`config.mk`:
```
export PLATFORM = sky130hd
export DESIGN_NAME = spi_transmit_transaction_queue_core
export DESIGN_NICKNAME = d
export VERILOG_FILES = /design/src/spi_tq_pkg.sv /design/src/spi_tq_byte_ram.sv /design/src/spi_tq_ctrl.sv /design/src/spi_transmit_transaction_queue_core.sv
export SDC_FILE = /design/constraint.sdc
export NUM_CORES = 1
export LEC_CHECK = 0
export ABC_CLOCK_PERIOD_IN_PS = 5300
export BUFFER_PORTS_ARGS = -buffer_cell sky130_fd_sc_hd__buf_2
export CAP_MARGIN = 20
export CORE_ASPECT_RATIO = 1.25
export CORE_UTILIZATION = 37
export DETAILED_ROUTE_END_ITERATION = 6
export MAX_ROUTING_LAYER = met4
export PLACE_DENSITY = 0.58
export SETUP_SLACK_MARGIN = 0.5
export SLEW_MARGIN = 30
export SYNTH_ARGS = -nofsm -noshare
export SYNTH_HDL_FRONTEND = slang
export SYNTH_SLANG_ARGS = --single-unit
```
`constraint.sdc`:
```
create_clock -name clk -period 5.3 [get_ports clk]
set_input_delay 0.53 -clock clk [delete_from_list [all_inputs] [get_ports clk]]
set_output_delay 0.53 -clock clk [all_outputs]
set_load 0.01 [all_outputs]
```
`src/spi_tq_pkg.sv`:
```
// Shared types and constants for the SPI transmit transaction queue.
package spi_tq_pkg;

    localparam int BYTE_W           = 8;
    localparam int SEL_W            = 8;
    localparam int BYTE_DEPTH_DEF   = 64;
    localparam int QUEUE_DEPTH_DEF  = 8;
    localparam int SELECT_LINES_DEF = 8;

    localparam logic ACT_PUSH       = 1'b0;
    localparam logic ACT_SHIFT_DONE = 1'b1;

    typedef struct packed {
        logic             send_valid;
        logic [SEL_W-1:0] select_lines;
        logic             frame_end;
        logic             busy;
        logic             accepted;
    } result_t;

endpackage

```
`src/spi_tq_byte_ram.sv`:
```
// Transmit byte ring storage: one write port, one registered read port.
module spi_tq_byte_ram #(
    parameter int DEPTH = spi_tq_pkg::BYTE_DEPTH_DEF,
    localparam int AW   = $clog2(DEPTH)
) (
    input  logic                          clk,
    input  logic                          wr_en,
    input  logic [AW-1:0]                 wr_addr,
    input  logic [spi_tq_pkg::BYTE_W-1:0] wr_data,
    input  logic                          rd_en,
    input  logic [AW-1:0]                 rd_addr,
    output logic [spi_tq_pkg::BYTE_W-1:0] rd_data
);

    logic [spi_tq_pkg::BYTE_W-1:0] mem [DEPTH];
    logic [spi_tq_pkg::BYTE_W-1:0] rd_data_reg;

    always_ff @(posedge clk)
    begin
        if (wr_en)
        begin
            mem[wr_addr] <= wr_data;
        end
        // single-byte frame committed while idle: read hits the byte being written
        if (rd_en)
        begin
            rd_data_reg <= (wr_en && (wr_addr == rd_addr)) ? wr_data : mem[rd_addr];
        end
    end

    assign rd_data = rd_data_reg;

endmodule

```
`src/spi_tq_ctrl.sv`:
```
// Ring pointers, transaction slots and select line control.
module spi_tq_ctrl #(
    parameter int BYTE_DEPTH   = spi_tq_pkg::BYTE_DEPTH_DEF,
    parameter int QUEUE_DEPTH  = spi_tq_pkg::QUEUE_DEPTH_DEF,
    parameter int SELECT_LINES = spi_tq_pkg::SELECT_LINES_DEF,
    localparam int PW          = $clog2(BYTE_DEPTH),
    localparam int QW          = $clog2(QUEUE_DEPTH)
) (
    input  logic                         clk,
    input  logic                         rst_n,
    input  logic                         fire,
    input  logic                         action,
    input  logic [spi_tq_pkg::SEL_W-1:0] select_mask,
    input  logic                         last_byte,
    output logic                         wr_en,
    output logic [PW-1:0]                wr_addr,
    output logic                         rd_en,
    output logic [PW-1:0]                rd_addr,
    output spi_tq_pkg::result_t          res
);

    logic [QW-1:0]           head_reg, head_next;
    logic [QW-1:0]           tail_reg, tail_next;
    logic [PW-1:0]           write_pos_reg, write_pos_next;
    logic [PW-1:0]           committed_end_reg, committed_end_next;
    logic [PW-1:0]           read_pos_reg, read_pos_next;
    logic                    running_reg, running_next;
    logic [SELECT_LINES-1:0] select_reg, select_next;
    logic [SELECT_LINES-1:0] cur_sel_reg, cur_sel_next;
    logic [PW-1:0]           end_pos_reg [QUEUE_DEPTH];
    logic [SELECT_LINES-1:0] qsel_reg [QUEUE_DEPTH];

    logic                    q_wr;
    logic [SELECT_LINES-1:0] mask;
    logic [SELECT_LINES-1:0] released;
    logic [PW-1:0]           base;
    logic [PW-1:0]           wp_inc;
    logic [PW:0]             used;
    logic                    byte_full;
    logic                    queue_full;
    logic [QW-1:0]           nxt;
    logic                    at_end;
    logic [spi_tq_pkg::SEL_W-1:0] sel_out;

    function automatic logic [PW-1:0] byte_inc(input logic [PW-1:0] p);
        byte_inc = (p == PW'(BYTE_DEPTH - 1)) ? '0 : p + 1'b1;
    endfunction

    function automatic logic [QW-1:0] slot_inc(input logic [QW-1:0] s);
        slot_inc = (s == QW'(QUEUE_DEPTH - 1)) ? '0 : s + 1'b1;
    endfunction

    always_comb
    begin
        mask       = select_mask[SELECT_LINES-1:0];
        base       = running_reg ? read_pos_reg : committed_end_reg;
        used       = (write_pos_reg >= base)
                   ? {1'b0, write_pos_reg} - {1'b0, base}
                   : {1'b0, write_pos_reg} + (PW+1)'(BYTE_DEPTH) - {1'b0, base};
        byte_full  = used >= (PW+1)'(BYTE_DEPTH - 1);
        queue_full = last_byte && running_reg && (tail_reg == head_reg);
        wp_inc     = byte_inc(write_pos_reg);
        nxt        = slot_inc(head_reg);
        at_end     = read_pos_reg == end_pos_reg[head_reg];
        released   = select_reg | cur_sel_reg;

        head_next          = head_reg;
        tail_next          = tail_reg;
        write_pos_next     = write_pos_reg;
        committed_end_next = committed_end_reg;
        read_pos_next      = read_pos_reg;
        running_next       = running_reg;
        select_next        = select_reg;
        cur_sel_next       = cur_sel_reg;
        q_wr               = 1'b0;
        wr_en              = 1'b0;
        wr_addr            = write_pos_reg;
        rd_en              = 1'b0;
        rd_addr            = read_pos_reg;
        res                = '0;
        res.accepted       = 1'b1;

        if (fire)
        begin
            if (action == spi_tq_pkg::ACT_PUSH)
            begin
                if (byte_full || queue_full)
                begin
                    res.accepted = 1'b0;
                end
                else
                begin
                    wr_en          = 1'b1;
                    write_pos_next = wp_inc;
                    if (last_byte)
                    begin
                        q_wr               = 1'b1;
                        tail_next          = slot_inc(tail_reg);
                        committed_end_next = wp_inc;
                        if (!running_reg)
                        begin
                            // idle: start the new frame straight away
                            running_next   = 1'b1;
                            select_next    = select_reg & ~mask;
                            cur_sel_next   = mask;
                            head_next      = nxt;
                            rd_en          = 1'b1;
                            rd_addr        = committed_end_reg;
                            read_pos_next  = byte_inc(committed_end_reg);
                            res.send_valid = 1'b1;
                        end
                    end
                end
            end
            else if (running_reg)
            begin
                if (at_end)
                begin
                    res.frame_end = 1'b1;
                    if (nxt != tail_reg)
                    begin
                        head_next      = nxt;
                        select_next    = released & ~qsel_reg[nxt];
                        cur_sel_next   = qsel_reg[nxt];
                        rd_en          = 1'b1;
                        read_pos_next  = byte_inc(read_pos_reg);
                        res.send_valid = 1'b1;
                    end
                    else
                    begin
                        running_next = 1'b0;
                        select_next  = released;
                    end
                end
                else
                begin
                    rd_en          = 1'b1;
                    read_pos_next  = byte_inc(read_pos_reg);
                    res.send_valid = 1'b1;
                end
            end
        end

        sel_out                       = '1;
        sel_out[SELECT_LINES-1:0]     = select_next;
        res.select_lines              = sel_out;
        res.busy                      = running_next;
    end

    always_ff @(posedge clk or negedge rst_n)
    begin
        if (!rst_n)
        begin
            head_reg          <= QW'(QUEUE_DEPTH - 1);
            tail_reg          <= '0;
            write_pos_reg     <= '0;
            committed_end_reg <= '0;
            read_pos_reg      <= '0;
            running_reg       <= 1'b0;
            select_reg        <= '1;
        end
        else
        begin
            head_reg          <= head_next;
            tail_reg          <= tail_next;
            write_pos_reg     <= write_pos_next;
            committed_end_reg <= committed_end_next;
            read_pos_reg      <= read_pos_next;
            running_reg       <= running_next;
            select_reg        <= select_next;
        end
    end

    // slot contents and current frame mask are payload, no reset
    always_ff @(posedge clk)
    begin
        cur_sel_reg <= cur_sel_next;
        if (q_wr)
        begin
            end_pos_reg[tail_reg] <= wp_inc;
            qsel_reg[tail_reg]    <= mask;
        end
    end

endmodule

```
`src/spi_transmit_transaction_queue_core.sv`:
```
// The result item of an accepted item is on the output register in the cycle after it is accepted.
// Throughput: one item per cycle; the next item is taken while a result waits if out_ready.
// Each item is handled in the cycle it is accepted; the byte ring read is registered.
// Reset: head = last slot; other pointers, running, out valid clear; select state all high.
// Byte ring and slot storage are not cleared: no clearing pass, ready right after reset.
module spi_transmit_transaction_queue_core #(
    parameter int BYTE_DEPTH   = spi_tq_pkg::BYTE_DEPTH_DEF,
    parameter int QUEUE_DEPTH  = spi_tq_pkg::QUEUE_DEPTH_DEF,
    parameter int SELECT_LINES = spi_tq_pkg::SELECT_LINES_DEF
) (
    input  logic                          clk,
    input  logic                          rst_n,
    // input item channel
    input  logic                          in_valid,
    output logic                          in_ready,
    input  logic                          action,
    input  logic [spi_tq_pkg::BYTE_W-1:0] data_byte,
    input  logic [spi_tq_pkg::SEL_W-1:0]  select_mask,
    input  logic                          last_byte,
    // result item channel
    output logic                          out_valid,
    input  logic                          out_ready,
    output logic                          send_valid,
    output logic [spi_tq_pkg::BYTE_W-1:0] send_byte,
    output logic [spi_tq_pkg::SEL_W-1:0]  select_lines,
    output logic                          frame_end,
    output logic                          busy_res,
    output logic                          accepted
);

    localparam int PW = $clog2(BYTE_DEPTH);

    logic                          fire;
    logic                          wr_en;
    logic [PW-1:0]                 wr_addr;
    logic                          rd_en;
    logic [PW-1:0]                 rd_addr;
    logic [spi_tq_pkg::BYTE_W-1:0] rd_data;
    spi_tq_pkg::result_t           res;
    spi_tq_pkg::result_t           result_reg;
    logic                          out_valid_reg;

    // an item is taken whenever the result register is empty or being drained
    assign in_ready = !out_valid_reg || out_ready;
    assign fire     = in_valid && in_ready;

    spi_tq_ctrl #(
        .BYTE_DEPTH   (BYTE_DEPTH),
        .QUEUE_DEPTH  (QUEUE_DEPTH),
        .SELECT_LINES (SELECT_LINES)
    ) u_ctrl (
        .clk         (clk),
        .rst_n       (rst_n),
        .fire        (fire),
        .action      (action),
        .select_mask (select_mask),
        .last_byte   (last_byte),
        .wr_en       (wr_en),
        .wr_addr     (wr_addr),
        .rd_en       (rd_en),
        .rd_addr     (rd_addr),
        .res         (res)
    );

    // the read register only moves when an item sends a byte, so it holds under stall
    spi_tq_byte_ram #(
        .DEPTH (BYTE_DEPTH)
    ) u_byte_ram (
        .clk     (clk),
        .wr_en   (wr_en),
        .wr_addr (wr_addr),
        .wr_data (data_byte),
        .rd_en   (rd_en),
        .rd_addr (rd_addr),
        .rd_data (rd_data)
    );

    always_ff @(posedge clk or negedge rst_n)
    begin
        if (!rst_n)
        begin
            out_valid_reg <= 1'b0;
        end
        else
        begin
            if (fire)
            begin
                out_valid_reg <= 1'b1;
            end
            else if (out_ready)
            begin
                out_valid_reg <= 1'b0;
            end
        end
    end

    always_ff @(posedge clk)
    begin
        if (fire)
        begin
            result_reg <= res;
        end
    end

    assign out_valid    = out_valid_reg;
    assign send_valid   = result_reg.send_valid;
    // no byte goes to the shifter: show zero
    assign send_byte    = result_reg.send_valid ? rd_data : '0;
    assign select_lines = result_reg.select_lines;
    assign frame_end    = result_reg.frame_end;
    assign busy_res     = result_reg.busy;
    assign accepted     = result_reg.accepted;

endmodule
```
### Word level (Yosys, flattened, before mapping)

Memories as Yosys holds them, arrays and structs flattened. A register that Yosys moved wholly into a read port is not among the register bits.
Cells that the tools add are included.

| word-level totals | value |
|---|---|
| input port bits | 22 |
| memory bits (writable) | 624 |
| register bits after elaboration | 54 |
| output and inout bits | 22 |
| memories kept | 3 |

| operators by class | value |
|---|---|
| add/sub/neg operators | 8 |
| bitwise operators | 7 |
| equal/unequal tests | 14 |
| $lt $le $gt $ge | 2 |
| muxes and demuxes | 67 |
| reduce and logical (&&, ||, !) cells | 13 |

Memories:

| memory | words | bits a word | rd ports | clocked after memory_dff | wr ports | line | RTL |
|---|---|---|---|---|---|---|---|
| u_byte_ram.mem | 64 | 8 | 1 | 1 | 1 | spi_tq_byte_ram.sv:15 | `logic [spi_tq_pkg::BYTE_W-1:0] mem [DEPTH];` |
| u_ctrl.qsel_reg | 8 | 8 | 1 | 0 | 1 | spi_tq_ctrl.sv:31 | `logic [SELECT_LINES-1:0] qsel_reg [QUEUE_DEPTH];` |
| u_ctrl.end_pos_reg | 8 | 6 | 1 | 0 | 1 | spi_tq_ctrl.sv:30 | `logic [PW-1:0] end_pos_reg [QUEUE_DEPTH];` |

Operators with widths:

| kind | count |
|---|---|
| $mux W8 | 16 |
| $mux W6 | 15 |
| $mux W3 | 9 |
| $mux W1 | 26 |
| $add A6 B1 Y6 const B | 3 |
| $eq A6 B6 Y1 const B | 3 |
| $and A8 B8 Y8 | 2 |
| $not A8 Y8 | 2 |
| $or A8 B8 Y8 | 1 |
| $add A6 B7 Y7 const B | 1 |
| $ge A7 B6 Y1 const B | 1 |
| $mux W7 | 1 |
| $reduce_and A7 Y1 | 1 |
| $sub A6 B6 Y7 | 1 |
| $sub A7 B6 Y7 | 1 |
| $add A3 B1 Y3 const B | 2 |
| $eq A3 B3 Y1 const B | 2 |
| $eq A6 B6 Y1 | 1 |
| $ge A6 B6 Y1 | 1 |
| $ne A2 B1 Y1 const B | 3 |
| $reduce_and A6 Y1 | 1 |
| $ne A2 B2 Y1 const B | 2 |
| $reduce_and A4 Y1 | 1 |
| $reduce_bool A2 Y1 | 2 |
| 9 further kinds | 13 |

### Depth between registers and ports, before layout

| depth | value |
|---|---|
| depth after elaboration | 10 |
| mapped depth | 21 |
| gate-level depth less buffers | 15 |

### Cells and area by module

Synthesis repeated with hierarchy kept, for this count alone.

| second synthesis, totals | value |
|---|---|
| cell total of the unflattened synthesis | 1655 |
| area total of the unflattened synthesis | 28367.2 um^2 |

Modules (own cells, without submodules):

| module | instances | cells each | area each (um^2) |
|---|---|---|---|
| spi_tq_byte_ram | 1 | 1143 | 20591.0 |
| spi_tq_ctrl | 1 | 488 | 7312.0 |
| spi_transmit_transaction_queue_core | 1 | 24 | 464.2 |

### Worst setup path before layout

OpenSTA, ideal clock, no wires.

| path | value |
|---|---|
| path kind | register to register |
| start point | reg u_ctrl.running_reg |
| end point | mem u_ctrl.end_pos_reg[4][0] (netlist bit) (enable) |
| path slack | 792 ps |
| arrival time | 4081 ps |
| stages on the path, launching flop included | 11 |
| data required time | 4873 ps |
| buffers on the path | 2 |
| cells stage by stage | dfrtp_1 -> clkbuf_1 -> mux2i_1 -> ha_1 -> a21oi_1 -> a32oi_1 -> or3b_1 -> nand3_1 -> nand2_1 -> buf_2 -> nor4b_1 |

| on the way | value |
|---|---|
| longest elaborated chain between the ends | 10 |

Ends and longest elaborated chain:

| item | line | RTL |
|---|---|---|
| start: declaration | spi_tq_ctrl.sv:27 | `logic running_reg, running_next;` |
| start signal: assignment | spi_tq_ctrl.sv:169 | `running_reg <= running_next;` |
| $mux W6 | spi_tq_ctrl.sv:56 | `base = running_reg ? read_pos_reg : committed_end_reg;` |
| $sub A7 B6 Y7 (tied with other cells) | spi_tq_ctrl.sv:59 | `: {1'b0, write_pos_reg} + (PW+1)'(BYTE_DEPTH) - {1'b0, base};` |
| $mux W7 | spi_tq_ctrl.sv:58 | `? {1'b0, write_pos_reg} - {1'b0, base}` |
| $ge A7 B6 Y1 | spi_tq_ctrl.sv:60 | `byte_full = used >= (PW+1)'(BYTE_DEPTH - 1);` |
| $logic_or A1 B1 Y1 (*) | spi_tq_ctrl.sv:87 | `if (byte_full \|\| queue_full)` |
| $mux W1 (*) | spi_tq_ctrl.sv:87 |  |
| $mux W1 (*) | spi_tq_ctrl.sv:85 | `if (action == spi_tq_pkg::ACT_PUSH)` |
| $mux W1 (*) | spi_tq_ctrl.sv:83 | `if (fire)` |
| $mux W1 (*) | spi_tq_ctrl.sv:178 | `if (q_wr)` |
| $mux W1 (not written as such) (*) | spi_tq_ctrl.sv:180 | `end_pos_reg[tail_reg] <= wp_inc;` |
| end: declaration | spi_tq_ctrl.sv:30 |  |

Mark *: on every way between the ends. The rest lies on a longest branch, timed or not.

### Worst setup path in the final report

| path | value |
|---|---|
| start point | reg u_ctrl.running_reg |
| end point | reg u_byte_ram.rd_data_reg, in the netlist u_byte_ram.rd_data[0] (read register of u_byte_ram.mem), data pin |

| on the way | value |
|---|---|
| longest elaborated chain between the ends | 8 |

Ends and longest elaborated chain:

| item | line | RTL |
|---|---|---|
| $mux W6 | spi_tq_ctrl.sv:56, spi_tq_ctrl.sv:100 |  |
| $sub A7 B6 Y7 (tied with other cells) | spi_tq_ctrl.sv:59 |  |
| $mux W7 | spi_tq_ctrl.sv:58 |  |
| $ge A7 B6 Y1 | spi_tq_ctrl.sv:60 |  |
| $logic_or A1 B1 Y1 | spi_tq_ctrl.sv:87 |  |
| $mux W6 / $mux W1 (equally long branches) | spi_tq_ctrl.sv:87 |  |
| $mux W6 / $mux W1 (equally long branches) | spi_tq_ctrl.sv:85 |  |
| $mux W6 / $mux W1 (equally long branches) | spi_tq_ctrl.sv:83 |  |
| end: declaration | spi_tq_byte_ram.sv:16 | `logic [spi_tq_pkg::BYTE_W-1:0] rd_data_reg;` |

Parallel ways exist; a longest one is shown, timed or not.
A chain may end at the register's enable or synchronous reset.

==> results_dict.tcl <==
set metrics [dict create \
    hold_viol 0 \
    combPwrFrac 0.373 \
    worst-setup-path-type "reg -> reg" \
    rsz0062_at_grt "false" \
    syn_avg_cell_area_um2 14.8 \
    rr_worst_depth 18 \
    yosys-mux-area-fraction 0.0676 \
    synth_xor_xnor_area_share 0.00894 \
    endpoint_kind "register" \
    nets 2095 \
    gp_congestion 0.884 \
    grtUsageTotal 0.197 \
    rows 113 \
    cts_made_buffers 71 \
    drcViolationCount 0 \
    area_growth_pct 16.6 \
    internal_power_uw 11500 \
    synth-seq-cells 686 \
    cp-start-kind "register" \
    synth_fa_ha_area_frac 0.00687 \
    path_clk_slew_ps 60 \
    grt_pass1_vias 17100 \
    start_util 0.374 \
    num_io_pins 44 \
    ys_async_sr_fraction 0.0496 \
    grt_antenna_before_repair 1 \
    seqPwrFrac 0.363 \
    instances_no_fill 3081 \
    fin_setup_tns_ps 0 \
    worstMarginPinSlew_ps 951 \
    worst_ep_arrival_time_ps 5030 \
    drv_slew 0 \
    drt_iter0_markers 1718 \
    slew_headroom 0.363 \
    post-route-min-period_ps 4670 \
    swShare 0.358 \
    dp.cells 2948 \
    dieHeight_um 312 \
    cts_tree "built" \
    synth_top_family_by_area "compound AO/OA/AOI/OAI gates" \
    synth_ff_type "edfxtp_1" \
    drt_wl_total_um 75400 \
    clk_latency_ps 620 \
    power.density_nw_per_um2 542 \
    first_pass_iters 6 \
    p_leak_uw 0.0112 \
    wire_per_inst_um 24.5 \
    synthCells 1918 \
    cp.required_ps 5660 \
    skew_ps 36.2 \
    n_antenna_cell 0 \
    cts_hold_buf 0 \
    clkPwrFrac 0.264 \
    synth_edf_count 652 \
    synth_cell_types 72 \
    num_vias 17400 \
    core_area_um2 75900 \
    status "complete, no violations" \
    clock_path_buffers 3 \
    largest_register_ffs 512 \
    grt_pass1_wl_um 112000 \
    die_x_um 250 \
    maxCapViolCount 0 \
    syn_nets 1955 \
    grt_max_degree 66 \
    io_buffers 43 \
    cts_max_level 3 \
    fmax_mhz 214 \
    synth-compound-area-share 0.0919 \
    cts-root-buf "clkbuf_16" \
    ys_warn_count 0 \
    min_period_over_period 0.881 \
    ant_nets 0 \
    p_switching_uw 6430 \
    synth_area_um2 28400 \
    finalSetupViolCount 0 \
    drive_gt1_frac 0.187 \
    hold_class "in -> async" \
    viasPerCell 5.65 \
    synth_simple_gate_area_frac 0.0837 \
    critPathMaxFanout 21 \
    dp_hpwl_um 46000 \
    peakVddDrop_v 0.000294 \
    clkSinkCount 686 \
    die_area_um2 77900 \
    yosysSeqAreaShare 0.720 \
    gr-total-overflow 0 \
    holdWs_ps 43.7 \
]
==> placed cells by master, fill, tap and decap left out, types with 18 or more instances in the layout <==
| master | n |
|---|---|
| mux4_2 | 28 |
| a311oi_1 | 28 |
| dfrtp_1 | 21 |
| edfxtp_1 | 652 |
| a21oi_1 | 85 |
| buf_2 | 43 |
| clkbuf_16 | 74 |
| nand2_1 | 246 |
| o22ai_1 | 44 |
| nor2_1 | 105 |
| buf_4 | 128 |
| a31oi_1 | 21 |
| mux2i_1 | 117 |
| clkbuf_1 | 18 |
| o21ai_0 | 20 |
| nand3_1 | 45 |
| a211oi_1 | 36 |
| and3_1 | 54 |
==> per-layer routing <==
| layer | global-route usage | share of wire |
|---|---|---|
| met3 | 0.0308 | 0.075 |
| met2 | 0.317 | 0.49 |
| met4 | 0.0711 | 0.033 |
| met5 | - | 0 |
| met1 | 0.252 | 0.40 |
==> power by group through the flow <==
stage / combinational [µW] / clock [µW] / sequential [µW]
after floorplan: 4030 / 0 / 6460
after global placement: 6090 / 0 / 6610
after detailed placement: 6180 / 0 / 6610
after CTS: 6430 / 4810 / 6500
after global routing: 7120 / 5020 / 6530
final: 6690 / 4730 / 6510
==> cell families (layout without fill, tap and decap cells) <==
logic type / after synthesis / count (layout)
xor+xnor: 29 / 29
simple gates: 527 / 527
fa+ha+maj: 15 / 15
flops: 686 / 686
buf+inv: 135 / 321
compound gates: 370 / 370
mux: 156 / 156
==> worst max-delay path, cell delays in order (launching register included) <==
cell and delay (ps):
dfrtp_2 470, mux2_2 300, ha_1 180, inv_1 70, fa_2 400, a21oi_2 170
o21bai_1 100, or3b_1 430, and3_4 230, or3_4 420, nand2_8 180, buf_6 170
buf_4 160, bufbuf_16 330, mux2i_2 220, o22ai_1 120, a21oi_1 200, o22a_1 170
a31oi_1 80
==> worst paths after layout <==
check / to / startpoint / slack (ps)
max in group asynchronous: u_ctrl.read_pos_reg[3]$_DFFE_PN0P_ / rst_n / 4640
hold reg to reg: u_ctrl.select_reg[2]$_DFF_PN1_ / u_ctrl.select_reg[2]$_DFF_PN1_ / 520
min in group clk: out_valid$_DFFE_PN0P_ / in_valid / 130
setup reg to reg: u_byte_ram.rd_data[0]$_DFFE_PP_ / u_ctrl.running_reg$_DFF_PN0_ / 630
hold / removal: u_ctrl.wr_addr[5]$_DFFE_PN0P_ / rst_n / 40
setup / recovery: u_byte_ram.rd_data[0]$_DFFE_PP_ / u_ctrl.running_reg$_DFF_PN0_ / 630
==> layout make-up <==
class | instances | area (µm²)
fillers | 6690 | 42800
flip-flops and latches | 686 | 20400
multi-input cells | 1097 | 7620
clock buffers | 93 | 1910
repair buffers | 192 | 1610
well taps | 977 | 1220
clock inverters | 26 | 258
inverters | 10 | 37.5
==> cells in the mapped netlist (6+ instances only) <==
master | number | area share
a211o_1 | 8 | 0.0025
a211oi_1 | 38 | 0.010
a21boi_0 | 9 | 0.0024
a21oi_1 | 87 | 0.015
a221oi_1 | 14 | 0.0043
a22oi_1 | 10 | 0.0026
a311o_1 | 11 | 0.0039
a311oi_1 | 29 | 0.0089
a31oi_1 | 24 | 0.0053
and2_1 | 11 | 0.0024
and3_1 | 55 | 0.012
buf_1 | 12 | 0.0016
buf_2 | 35 | 0.0062
buf_4 | 8 | 0.0021
clkbuf_1 | 67 | 0.0089
dfrtp_1 | 23 | 0.020
dfstp_2 | 11 | 0.010
edfxtp_1 | 652 | 0.69
ha_1 | 14 | 0.0062
inv_1 | 9 | 0.0012
mux2_2 | 6 | 0.0024
mux2i_1 | 122 | 0.043
mux4_2 | 28 | 0.022
nand2_1 | 248 | 0.033
nand2b_1 | 6 | 0.0013
nand3_1 | 46 | 0.0081
nand3b_1 | 9 | 0.0024
nor2_1 | 111 | 0.015
nor3_1 | 9 | 0.0016
o21ai_0 | 21 | 0.0037
o22a_1 | 13 | 0.0040
o22ai_1 | 44 | 0.0097
o32a_1 | 8 | 0.0028
o41ai_1 | 14 | 0.0043
or3_1 | 6 | 0.0013
xnor2_1 | 15 | 0.0046
xor2_1 | 14 | 0.0043
==> metrics by stage <==
step	power [µW]	utilization	setup slack, ps	cell area, µm²
final	17900	0.436	632	33100
after global routing	18700	0.436	531	33100
after CTS	17700	0.433	569	32900
after detailed placement	12800	0.402	-41.5	30500
after global placement	12700	0.402	68.5	30500
after floorplan	10500	-	792	28400
==> what timing repair did <==
item	in CTS	in global routing
resized for setup	22	30
setup endpoints to repair	8	20
gates cloned	3	2
buffers inserted	2	7
pin swaps	7	9
No activity file was read; power rests on OpenSTA's default activity.
